`src/rtl/spcgr_pkg.sv`:
```
// Shared constants, codes and types for the SPC gauge serial reader.
package spcgr_pkg;

    // Frame geometry
    localparam int FRAME_NIBBLES = 13;
    localparam int BIT_IDX_W     = 6;
    localparam int NIB_IDX_W     = 4;
    localparam int NIB_W         = 4;

    // Field widths
    localparam int LIMIT_W   = 24;
    localparam int MAG_W     = 18;
    localparam int READING_W = 19;

    // Reset and limit values
    localparam logic [LIMIT_W-1:0] TIMEOUT_RESET = 24'd6500000;
    localparam logic [LIMIT_W-1:0] COUNT_MAX     = 24'hFFFFFF;

    // Nibble positions and codes inside a frame
    localparam logic [NIB_IDX_W-1:0] NIB_SIGN      = 4'd4;
    localparam logic [NIB_IDX_W-1:0] NIB_DIGIT_LO  = 4'd5;
    localparam logic [NIB_IDX_W-1:0] NIB_DIGIT_HI  = 4'd9;
    localparam logic [NIB_IDX_W-1:0] NIB_UNITS     = 4'd12;
    localparam logic [NIB_W-1:0]     SIGN_NEGATIVE = 4'b1000;
    localparam logic [NIB_W-1:0]     UNITS_INCH    = 4'b0001;

    // Status codes
    localparam logic STATUS_OK      = 1'b0;
    localparam logic STATUS_TIMEOUT = 1'b1;

    // Per-tick result from the frame decoder
    typedef struct packed {
        logic                        request_active;
        logic                        frame_done;
        logic                        status;
        logic signed [READING_W-1:0] reading;
        logic                        inch_units;
        logic                        busy_res;
    } result_t;

endpackage

```
`src/rtl/spcgr_frame.sv`:
```
// Frame decoder: request, clock edge tracking, nibble assembly and value folding.
module spcgr_frame (
    input  logic                          clk,
    input  logic                          rst_n,
    input  logic                          step,
    input  logic                          start_req,
    input  logic                          gauge_clock,
    input  logic                          gauge_data,
    input  logic [spcgr_pkg::LIMIT_W-1:0] timeout_limit,
    output spcgr_pkg::result_t            result
);

    localparam logic [1:0] PH_IDLE      = 2'd0;
    localparam logic [1:0] PH_WAIT_HIGH = 2'd1;
    localparam logic [1:0] PH_WAIT_FALL = 2'd2;

    logic [1:0]                        phase_reg, phase_next;
    logic [spcgr_pkg::BIT_IDX_W-1:0]   bit_idx_reg, bit_idx_next;
    logic [spcgr_pkg::NIB_W-1:0]       nib_reg, nib_next;
    logic [spcgr_pkg::MAG_W-1:0]       mag_reg, mag_next;
    logic                              neg_reg, neg_next;
    logic                              inch_reg, inch_next;
    logic [spcgr_pkg::LIMIT_W-1:0]     cnt_reg, cnt_next;
    logic                              req_reg, req_next;

    logic [1:0]                        pos;
    logic [spcgr_pkg::NIB_IDX_W-1:0]   which;
    logic [spcgr_pkg::NIB_W-1:0]       nib;
    logic [spcgr_pkg::READING_W-1:0]   mag_ext;

    assign pos     = bit_idx_reg[1:0];
    assign which   = bit_idx_reg[spcgr_pkg::BIT_IDX_W-1:2];
    assign nib     = nib_reg | ({{(spcgr_pkg::NIB_W-1){1'b0}}, gauge_data} << pos);

    // Work out next state and this tick's result
    always_comb
    begin
        phase_next   = phase_reg;
        bit_idx_next = bit_idx_reg;
        nib_next     = nib_reg;
        mag_next     = mag_reg;
        neg_next     = neg_reg;
        inch_next    = inch_reg;
        cnt_next     = cnt_reg;
        req_next     = req_reg;
        mag_ext      = '0;

        result.frame_done = 1'b0;
        result.status     = spcgr_pkg::STATUS_OK;
        result.reading    = '0;
        result.inch_units = 1'b0;

        case (phase_reg)
            PH_WAIT_HIGH:
            begin
                // Gauge answered: release the request and start timing the high level
                if (gauge_clock)
                begin
                    req_next   = 1'b0;
                    cnt_next   = '0;
                    phase_next = PH_WAIT_FALL;
                end
            end
            PH_WAIT_FALL:
            begin
                if (gauge_clock)
                begin
                    // Abort on a clock held high too long, else count with saturation
                    if (cnt_reg > timeout_limit)
                    begin
                        result.frame_done = 1'b1;
                        result.status     = spcgr_pkg::STATUS_TIMEOUT;
                        phase_next        = PH_IDLE;
                        req_next          = 1'b0;
                        bit_idx_next      = '0;
                        nib_next          = '0;
                        mag_next          = '0;
                        neg_next          = 1'b0;
                        inch_next         = 1'b0;
                        cnt_next          = '0;
                    end
                    else if (cnt_reg != spcgr_pkg::COUNT_MAX)
                    begin
                        cnt_next = cnt_reg + 1'b1;
                    end
                end
                else if (pos == 2'd3)
                begin
                    // Nibble complete: fold it into sign, magnitude or units
                    if (which == spcgr_pkg::NIB_SIGN)
                        neg_next = (nib == spcgr_pkg::SIGN_NEGATIVE);
                    else if (which >= spcgr_pkg::NIB_DIGIT_LO &&
                             which <= spcgr_pkg::NIB_DIGIT_HI)
                        mag_next = (mag_reg << 3) + (mag_reg << 1) +
                                   {{(spcgr_pkg::MAG_W-spcgr_pkg::NIB_W){1'b0}}, nib};
                    else if (which == spcgr_pkg::NIB_UNITS)
                        inch_next = (nib == spcgr_pkg::UNITS_INCH);
                    nib_next = '0;

                    if (which >= spcgr_pkg::NIB_IDX_W'(spcgr_pkg::FRAME_NIBBLES - 1))
                    begin
                        // Last nibble: hand out the signed count and go idle
                        mag_ext           = {1'b0, mag_next};
                        result.frame_done = 1'b1;
                        result.status     = spcgr_pkg::STATUS_OK;
                        result.reading    = neg_next ? -mag_ext : mag_ext;
                        result.inch_units = inch_next;
                        phase_next        = PH_IDLE;
                        bit_idx_next      = '0;
                        mag_next          = '0;
                        neg_next          = 1'b0;
                        inch_next         = 1'b0;
                        cnt_next          = '0;
                    end
                    else
                    begin
                        bit_idx_next = bit_idx_reg + 1'b1;
                        phase_next   = PH_WAIT_HIGH;
                    end
                end
                else
                begin
                    // Falling edge inside a nibble: keep the bit, wait for next high
                    nib_next     = nib;
                    bit_idx_next = bit_idx_reg + 1'b1;
                    phase_next   = PH_WAIT_HIGH;
                end
            end
            default:
            begin
                phase_next = PH_IDLE;
                if (start_req)
                begin
                    bit_idx_next = '0;
                    nib_next     = '0;
                    mag_next     = '0;
                    neg_next     = 1'b0;
                    inch_next    = 1'b0;
                    cnt_next     = '0;
                    req_next     = 1'b1;
                    phase_next   = PH_WAIT_HIGH;
                end
            end
        endcase

        result.request_active = req_next;
        result.busy_res       = (phase_next != PH_IDLE);
    end

    // Advance state on each accepted item
    always_ff @(posedge clk or negedge rst_n)
    begin
        if (!rst_n)
        begin
            phase_reg   <= PH_IDLE;
            bit_idx_reg <= '0;
            nib_reg     <= '0;
            mag_reg     <= '0;
            neg_reg     <= 1'b0;
            inch_reg    <= 1'b0;
            cnt_reg     <= '0;
            req_reg     <= 1'b0;
        end
        else if (step)
        begin
            phase_reg   <= phase_next;
            bit_idx_reg <= bit_idx_next;
            nib_reg     <= nib_next;
            mag_reg     <= mag_next;
            neg_reg     <= neg_next;
            inch_reg    <= inch_next;
            cnt_reg     <= cnt_next;
            req_reg     <= req_next;
        end
    end

endmodule

```
`src/rtl/spc_gauge_serial_reader_core.sv`:
```
// Top level of the SPC gauge serial reader: stream ports, limit register, output register.
//
//  channel | direction | handshake          | content
//  --------+-----------+--------------------+------------------------------------------
//  s_*     | in        | s_tvalid/s_tready  | one tick of start command and pin samples
//  m_*     | out       | m_tvalid/m_tready  | one result item per accepted tick
//  cfg_*   | in        | cfg_valid/cfg_ready| timeout limit write
//
// The decoder state and the result are settled in the cycle an item is accepted, and
// the result shows in the output register on the next cycle.
// Reset clears the frame state, releases the request and loads the default limit.
// A result waiting on m_tready holds; a new item is taken in the same cycle the
// waiting one leaves. Limit writes are always taken.
module spc_gauge_serial_reader_core (
    input  logic        clk,
    input  logic        rst_n,
    // tdata: [0] start_req, [1] gauge_clock, [2] gauge_data, [7:3] zero
    input  logic        s_tvalid,
    output logic        s_tready,
    input  logic [7:0]  s_tdata,
    // tdata: [0] request_active, [19:1] reading, [20] busy_res, [23:21] zero
    output logic        m_tvalid,
    input  logic        m_tready,
    output logic [23:0] m_tdata,
    output logic        m_tlast,
    // tuser: [0] status, [1] inch_units
    output logic [1:0]  m_tuser,
    input  logic        cfg_valid,
    output logic        cfg_ready,
    input  logic [spcgr_pkg::LIMIT_W-1:0] cfg_data
);

    logic [spcgr_pkg::LIMIT_W-1:0] limit_reg;
    logic                          m_valid_reg;
    spcgr_pkg::result_t            res_reg;
    spcgr_pkg::result_t            res;
    logic                          accept;

    assign s_tready  = !m_valid_reg || m_tready;
    assign accept    = s_tvalid && s_tready;
    assign cfg_ready = 1'b1;

    // Hold the timeout limit
    always_ff @(posedge clk or negedge rst_n)
    begin
        if (!rst_n)
            limit_reg <= spcgr_pkg::TIMEOUT_RESET;
        else if (cfg_valid)
            limit_reg <= cfg_data;
    end

    spcgr_frame u_frame (
        .clk           (clk),
        .rst_n         (rst_n),
        .step          (accept),
        .start_req     (s_tdata[0]),
        .gauge_clock   (s_tdata[1]),
        .gauge_data    (s_tdata[2]),
        .timeout_limit (limit_reg),
        .result        (res)
    );

    // Output register: load on accept, drop once taken
    always_ff @(posedge clk or negedge rst_n)
    begin
        if (!rst_n)
            m_valid_reg <= 1'b0;
        else if (accept)
            m_valid_reg <= 1'b1;
        else if (m_tready)
            m_valid_reg <= 1'b0;
    end

    always_ff @(posedge clk)
    begin
        if (accept)
            res_reg <= res;
    end

    assign m_tvalid = m_valid_reg;
    assign m_tdata  = {3'b000, res_reg.busy_res, res_reg.reading, res_reg.request_active};
    assign m_tlast  = res_reg.frame_done;
    assign m_tuser  = {res_reg.inch_units, res_reg.status};

endmodule
```
`config.mk`:
```
export PLATFORM = sky130hd
export DESIGN_NAME = spc_gauge_serial_reader_core
export DESIGN_NICKNAME = d
export VERILOG_FILES = /design/src/rtl/spcgr_pkg.sv /design/src/rtl/spcgr_frame.sv /design/src/rtl/spc_gauge_serial_reader_core.sv
export SDC_FILE = /design/constraint.sdc
export NUM_CORES = 1
export LEC_CHECK = 0
export ABC_AREA = 1
export BUFFER_PORTS_ARGS = -buffer_cell sky130_fd_sc_hd__buf_2
export CORE_ASPECT_RATIO = 1.75
export CORE_MARGIN = 2
export CORE_UTILIZATION = 45
export CTS_BUF_LIST = sky130_fd_sc_hd__clkbuf_8 sky130_fd_sc_hd__clkbuf_16
export DETAILED_ROUTE_END_ITERATION = 7
export GPL_TIMING_DRIVEN = 0
export PLACE_DENSITY = 0.65
export SETUP_SLACK_MARGIN = 0.15
export SLEW_MARGIN = 20
export SYNTH_ARGS = -nofsm -noshare
export SYNTH_HDL_FRONTEND = slang
export SYNTH_SLANG_ARGS = --single-unit
```
`constraint.sdc`:
```
create_clock -name clk -period 3.1 [get_ports clk]
set_clock_uncertainty 0.1 [all_clocks]
set_input_delay 0.62 -clock clk [delete_from_list [all_inputs] [get_ports clk]]
set_output_delay 0.62 -clock clk [all_outputs]
set_load 0.02 [all_outputs]
```
Word-level counts from Yosys, hierarchy flattened:

Index checks and enable logic that the tools add are counted.
W data, S select, Z words.

* bits of input ports: 37
* output and inout bits: 30
* bits in registers: 106

* reduce and logical (&&, ||, !) cells: 13
* multiplexer cells: 66
* shifts and indexed selects: 1
* bitwise logic cells: 6
* add/subtract/negate cells: 5
* order comparisons: 4
* eq/ne operators: 13

Operators with widths (number)
* $mux W18: 10
* $mux W24: 7
* $pmux W24 S2: 1
* $mux W22: 2
* $pmux W18 S2: 1
* $mux W6: 5
* $add A24 B1 Y24 const B: 1
* $gt A24 B24 Y1: 1
* $mux W1: 24
* $ne A24 B24 Y1 const B: 1
* $mux W19: 1
* $neg A18 Y19: 1
* $add A18 B18 Y18: 1
* $add A18 B4 Y18: 1
* $mux W4: 4
* $pmux W6 S2: 1
* $mux W2: 5
* $ne A3 B2 Y1 const B: 3
* $eq A4 B4 Y1 const B: 2
* $pmux W4 S2: 1
* $add A6 B1 Y6 const B: 1
* $pmux W1 S2: 3
* $reduce_and A6 Y1: 1
* $reduce_bool A2 Y1: 3
* other kinds (21): 27

Depth between registers and ports, before layout:

* word-level depth: 13
* depth in mapped cells: 23
* depth with buffers taken out: 23

Modules after synthesis:

A second synthesis with hierarchy kept.

* cell total of the unflattened synthesis: 1057
* area, all modules: 7985.2 um2

By module, submodules not included
* spcgr_frame: sequential area each 1426.4 um2, cells an instance 920, area an instance 6203.4 um2, instances 1
* spc_gauge_serial_reader_core: sequential area each 1358.8 um2, cells an instance 137, area an instance 1781.7 um2, instances 1

Least setup slack after synthesis:

Ideal clock, no wire load.

* path type: input to register
* start point: input s_tdata[2]
* end point: register res_reg (netlist bit m_tdata[19]), data pin
* path buffers: 0
* cell stages on the path: 19
* arrival: 2.973 ns
* slack: -0.229 ns
* library setup time: 0.256 ns
* path through: nand3_1 nand2_1 fa_1 inv_1 fa_1 inv_1 nand2_1 nand2_1 nand3_1 nand2_1 nand2_1 nand3_1 nand2_1 nor2_1 nand2_1 nor2_2 nand3_1 nor3_1 nor2_1

* word-level cells in the longest chain between the ends: 9
* elaborated cells between the ends (all ways): 16

Ends and longest elaborated chain
* from (decl): line spc_gauge_serial_reader_core.sv:20 `input logic [7:0] s_tdata,`
* $shl A1 B2 Y4 (*): line spcgr_frame.sv:33 `assign nib = nib_reg | ({{(spcgr_pkg::NIB_W-1){1'b0}}, gauge_data} << pos);`
* $or A4 B4 Y4 (*): line spcgr_frame.sv:33
* $add A18 B4 Y18 / $eq A4 B4 Y1 (equally long branches): line spcgr_frame.sv:94, spcgr_frame.sv:91
* $mux W18 / $mux W1 (equally long branches): line spcgr_frame.sv:92, spcgr_frame.sv:90
* $mux W18 / $mux W1 (equally long branches): line spcgr_frame.sv:90, spcgr_frame.sv:87
* $mux W18 / $mux W1 (equally long branches): line spcgr_frame.sv:87, spcgr_frame.sv:66
* $mux W18 / $mux W1 (equally long branches): line spcgr_frame.sv:66, spcgr_frame.sv:53
* $mux W18 / $not A1 Y1 (equally long branches)
* $neg A18 Y19 / $reduce_or A5 Y1 (equally long branches)
* to (signal assigned): line spc_gauge_serial_reader_core.sv:77 `res_reg <= res;`
* to (decl): line spc_gauge_serial_reader_core.sv:35 `spcgr_pkg::result_t res_reg;`

Mark *: on every way between the ends. The rest lies on a longest branch, timed or not. The select of a mux whose other input is x is not followed.
A chain may end at the register's enable or synchronous reset.

Final worst setup path:

* start point: register u_frame.bit_idx_reg[0] in the netlist's numbering
* end point: register res_reg (netlist bit m_tdata[13]), data pin

* word-level cells in the longest chain between the ends: 10
* elaborated cells between the ends (all ways): 18

Ends and longest elaborated chain
* from (decl): line spcgr_frame.sv:18 `logic [spcgr_pkg::BIT_IDX_W-1:0] bit_idx_reg, bit_idx_next;`
* from (signal assigned): line spcgr_frame.sv:167 `bit_idx_reg <= bit_idx_next;`
* $shl A1 B2 Y4: line spcgr_frame.sv:33
* $or A4 B4 Y4: line spcgr_frame.sv:33
* $add A18 B4 Y18: line spcgr_frame.sv:94 `mag_next = (mag_reg << 3) + (mag_reg << 1) +`
* $mux W18: line spcgr_frame.sv:92 `else if (which >= spcgr_pkg::NIB_DIGIT_LO &&`
* $mux W18: line spcgr_frame.sv:90 `if (which == spcgr_pkg::NIB_SIGN)`
* $mux W18: line spcgr_frame.sv:87 `else if (pos == 2'd3)`
* $mux W18: line spcgr_frame.sv:66 `if (gauge_clock)`
* $mux W18: line spcgr_frame.sv:53 `case (phase_reg)`
* $neg A18 Y19: line spcgr_frame.sv:106 `result.reading = neg_next ? -mag_ext : mag_ext;`
* $mux W19: line spcgr_frame.sv:106

Several ways; a longest one is shown, not always the timed one. The select of a mux whose other input is x is not followed.

==> metrics.yaml <==
power.density_mw_per_mm2: 335
swShare_pct: 27.4
ctsHtreeMaxLevel: 3
cap_violations: 0
synth_flop_cell: "dfrtp_1"
ys_seq_elements: 106
slew_viol_final: 0
vias_per_cell: 5.22
drc_errors: 0
hold_path.class: "in -> async"
slew_headroom_pct: 52.4
die_h_um: 177
timing.fmax_mhz: 311
hold_viol: 0
final_nets: 1252
p_comb_share_pct: 12.4
dieWidth_um: 103
clock-root-buffer: "clkbuf_16"
cts_tree: "done"
max_stage_delay_ns: 0.52
drtPass1Iterations: 7
overflow: 0
dp.final_hpwl_um: 17100
grt_pass1_vias: 7387
grt.total_usage_pct: 25.0
place.gp.congestion: 0.941
synth_area_sq_mm: 0.00769
core-area_sq_mm: 0.0169
cp.required_ns: 3.12
cts_sinks: 106
path_class: "reg -> reg"
worst_slew_pin_slew_ns: 0.712
whs_ns: 0.0994
fillers: 1658
area_growth_pct: 20.4
wl_per_cell_um: 15.8
worstSetupStartpointType: "flip-flop"
rows: 63
portBuffers: 55
diodes: 0
critPathSlowestCell: "fa_1"
io_pins: 67
finalCritPeriodShare_pct: 104
synth_edf_count: 24
intPower_mw: 2.25
async_flop_share_pct: 77.4
path_clk_slew_ns: 0.08
antenna_found_initial: 0
period_minus_slack_ns: 3.22
layout-drive-gt1-share_pct: 21.3
clkPwrFrac_pct: 38.6
status: "finished, violations left"
setup-violations-final: 9
fin_cells: 1386
seqPwrFrac_pct: 48.9
multi_input_area_sq_mm: 0.00464
dieArea_sq_mm: 0.0182
postSynthCellCount: 1058
grt_max_degree: 53
worstPathMaxFanout: 5
clock_latency_ns: 0.36
cpMostUsedCell: "nand2_4"
routed_wl_um: 21900
ys_warn_count: 0
seqCellArea_sq_mm: 0.00279
power_switching_uw: 851
ant_nets: 0
crit_arrival_ns: 3.24
leakage_nw: 4.60
drtIter0Drc: 284
dpl.cell_count: 1343
grt_pass1_wl_um: 34900
synth.avg_cell_area_sq_um: 7.27
cts_buffers: 9
rsz0062_at_grt: "yes"
layout_setup_ws_ns: -0.119
ir_worst_vdd_mv: 0.230
start_util_pct: 45.6
crit_chain: "nand3_2, nand2_4, fa_1, inv_2, fa_2, inv_4, nand2_4, nand2_4, nand3_4, nand2_1, nand2_1, nand3_1, nand2_2, nor2_4, nand2_2, nor2_4, buf_4, nor2_1, o21ai_1, nor2_1"
via_count: 7233
clockBufferDepth: 2
failed_checks: "setup timing"
end_kind: "flip-flop"
seq_area_frac_synth_pct: 36.2
synth_cell_types: 45
==> synthesized netlist by cell type (16+ instances only) <==
library cell	instances	area share [%]
nand2_1	285	14
a21oi_1	43	2.8
nor3_1	27	1.8
inv_1	135	6.6
ha_1	59	9.6
nand4_1	16	1.3
o21ai_0	63	4.1
dfrtp_1	72	23
nand3_1	106	6.9
edfxtp_1	24	9.4
xor2_1	16	1.8
nor2_1	84	4.1
==> worst paths after layout <==
| path | start | to | slack (ns) | cells past startpoint |
|---|---|---|---|---|
| setup / recovery | u_frame.bit_idx_reg[0] | m_tdata[13] | -0.12 | 20 |
| hold / removal | rst_n | limit_reg[6] | 0.1 | 1 |
| setup reg to reg | u_frame.bit_idx_reg[0] | m_tdata[13] | -0.12 | 20 |
| hold reg to reg | u_frame.req_reg | u_frame.req_reg | 0.38 | 2 |
| max in group asynchronous | rst_n | limit_reg[21] | 2.14 | 2 |
| min in group clk | cfg_data[8] | limit_reg[8] | 0.36 | 3 |
==> routing by layer <==
layer	part of all wire, %	global-route usage, %	wire [um]
met1	35	23.7	7560
met2	56	48.3	12300
met3	2.4	2.49	536
met4	6.8	17.2	1480
met5	0	0	0
==> through the flow <==
stage	util (%)	setup WS, ns	cell area (sq um)	power (mW)	TNS (ns)
6_report	54.9	-0.119	9260	3.10	-0.626
3_3_place_gp	49.2	-0.642	8300	1.91	-11.37
3_5_place_dp	49.4	-0.659	8330	1.93	-7.23
5_1_grt	54.9	-0.294	9260	3.23	-1.79
2_1_floorplan	-	-0.108	7740	1.78	-0.402
4_1_cts	53.4	-0.163	9000	3.12	-0.541
==> critical path, delay by kind of cell (launching register included) <==
kind                       cells  cell delay [ns]
and+or+nand+nor               14             1.13
adders and majority gates      2             0.90
DFF                            1             0.44
buffers and inverters          3             0.26
AOI/OAI and AO/OA              1             0.12
==> cell type report <==
| class | count | area share (%) |
|---|---|---|
| clock inverters | 7 | 0.825 |
| inverters | 141 | 5.77 |
| multi-input cells | 783 | 50.2 |
| clock buffers | 9 | 2.43 |
| plain buffers | 30 | 2.07 |
| repair buffers | 83 | 5.57 |
| flip-flops and latches | 106 | 30.1 |
| well taps | 227 | 3.07 |
==> layout by cell type (no fill, tap or decap), types with 10 or more instances in the layout <==
cell type	count
a21oi_1	39
buf_2	60
buf_4	32
clkbuf_1	10
dfrtp_1	71
dfstp_2	10
edfxtp_1	24
ha_1	55
inv_1	126
inv_2	13
nand2_1	263
nand2_2	24
nand2_4	14
nand3_1	87
nand3_2	16
nand3b_1	10
nand4_1	16
nor2_1	73
nor2_4	11
nor3_1	25
o21ai_0	57
xor2_1	16
==> power groups by stage <==
| stage | Sequential (mW) | Clock, mW | Combinational (mW) |
|---|---|---|---|
| finish | 1.52 | 1.20 | 0.385 |
| global route | 1.52 | 1.27 | 0.436 |
| CTS | 1.52 | 1.21 | 0.387 |
| detailed placement | 1.54 | 0 | 0.381 |
| global placement | 1.54 | 0 | 0.370 |
| floorplan | 1.57 | 0 | 0.213 |
==> cells by family after synthesis <==
| group | synth area share (%) |
|---|---|
| multiplexers | 0.146 |
| XOR/XNOR | 2.16 |
| flip-flops | 36.2 |
| AND/OR/NAND/NOR | 33.2 |
| other | 0.0977 |
| AO/OA/AOI/OAI | 8.67 |
| buffers and inverters | 9.34 |
| adder cells (fa/ha/maj) | 10.1 |
==> timing repair <==
| item | CTS | global route |
|---|---|---|
| pin swaps | 42 | 21 |
| setup endpoints to repair | 66 | 65 |
| hold buffers | 0 | 0 |
| gates resized for setup | 63 | 44 |
| cloned | 0 | 0 |
| buffers inserted | 19 | 8 |
(Power assumes the default switching activity.)
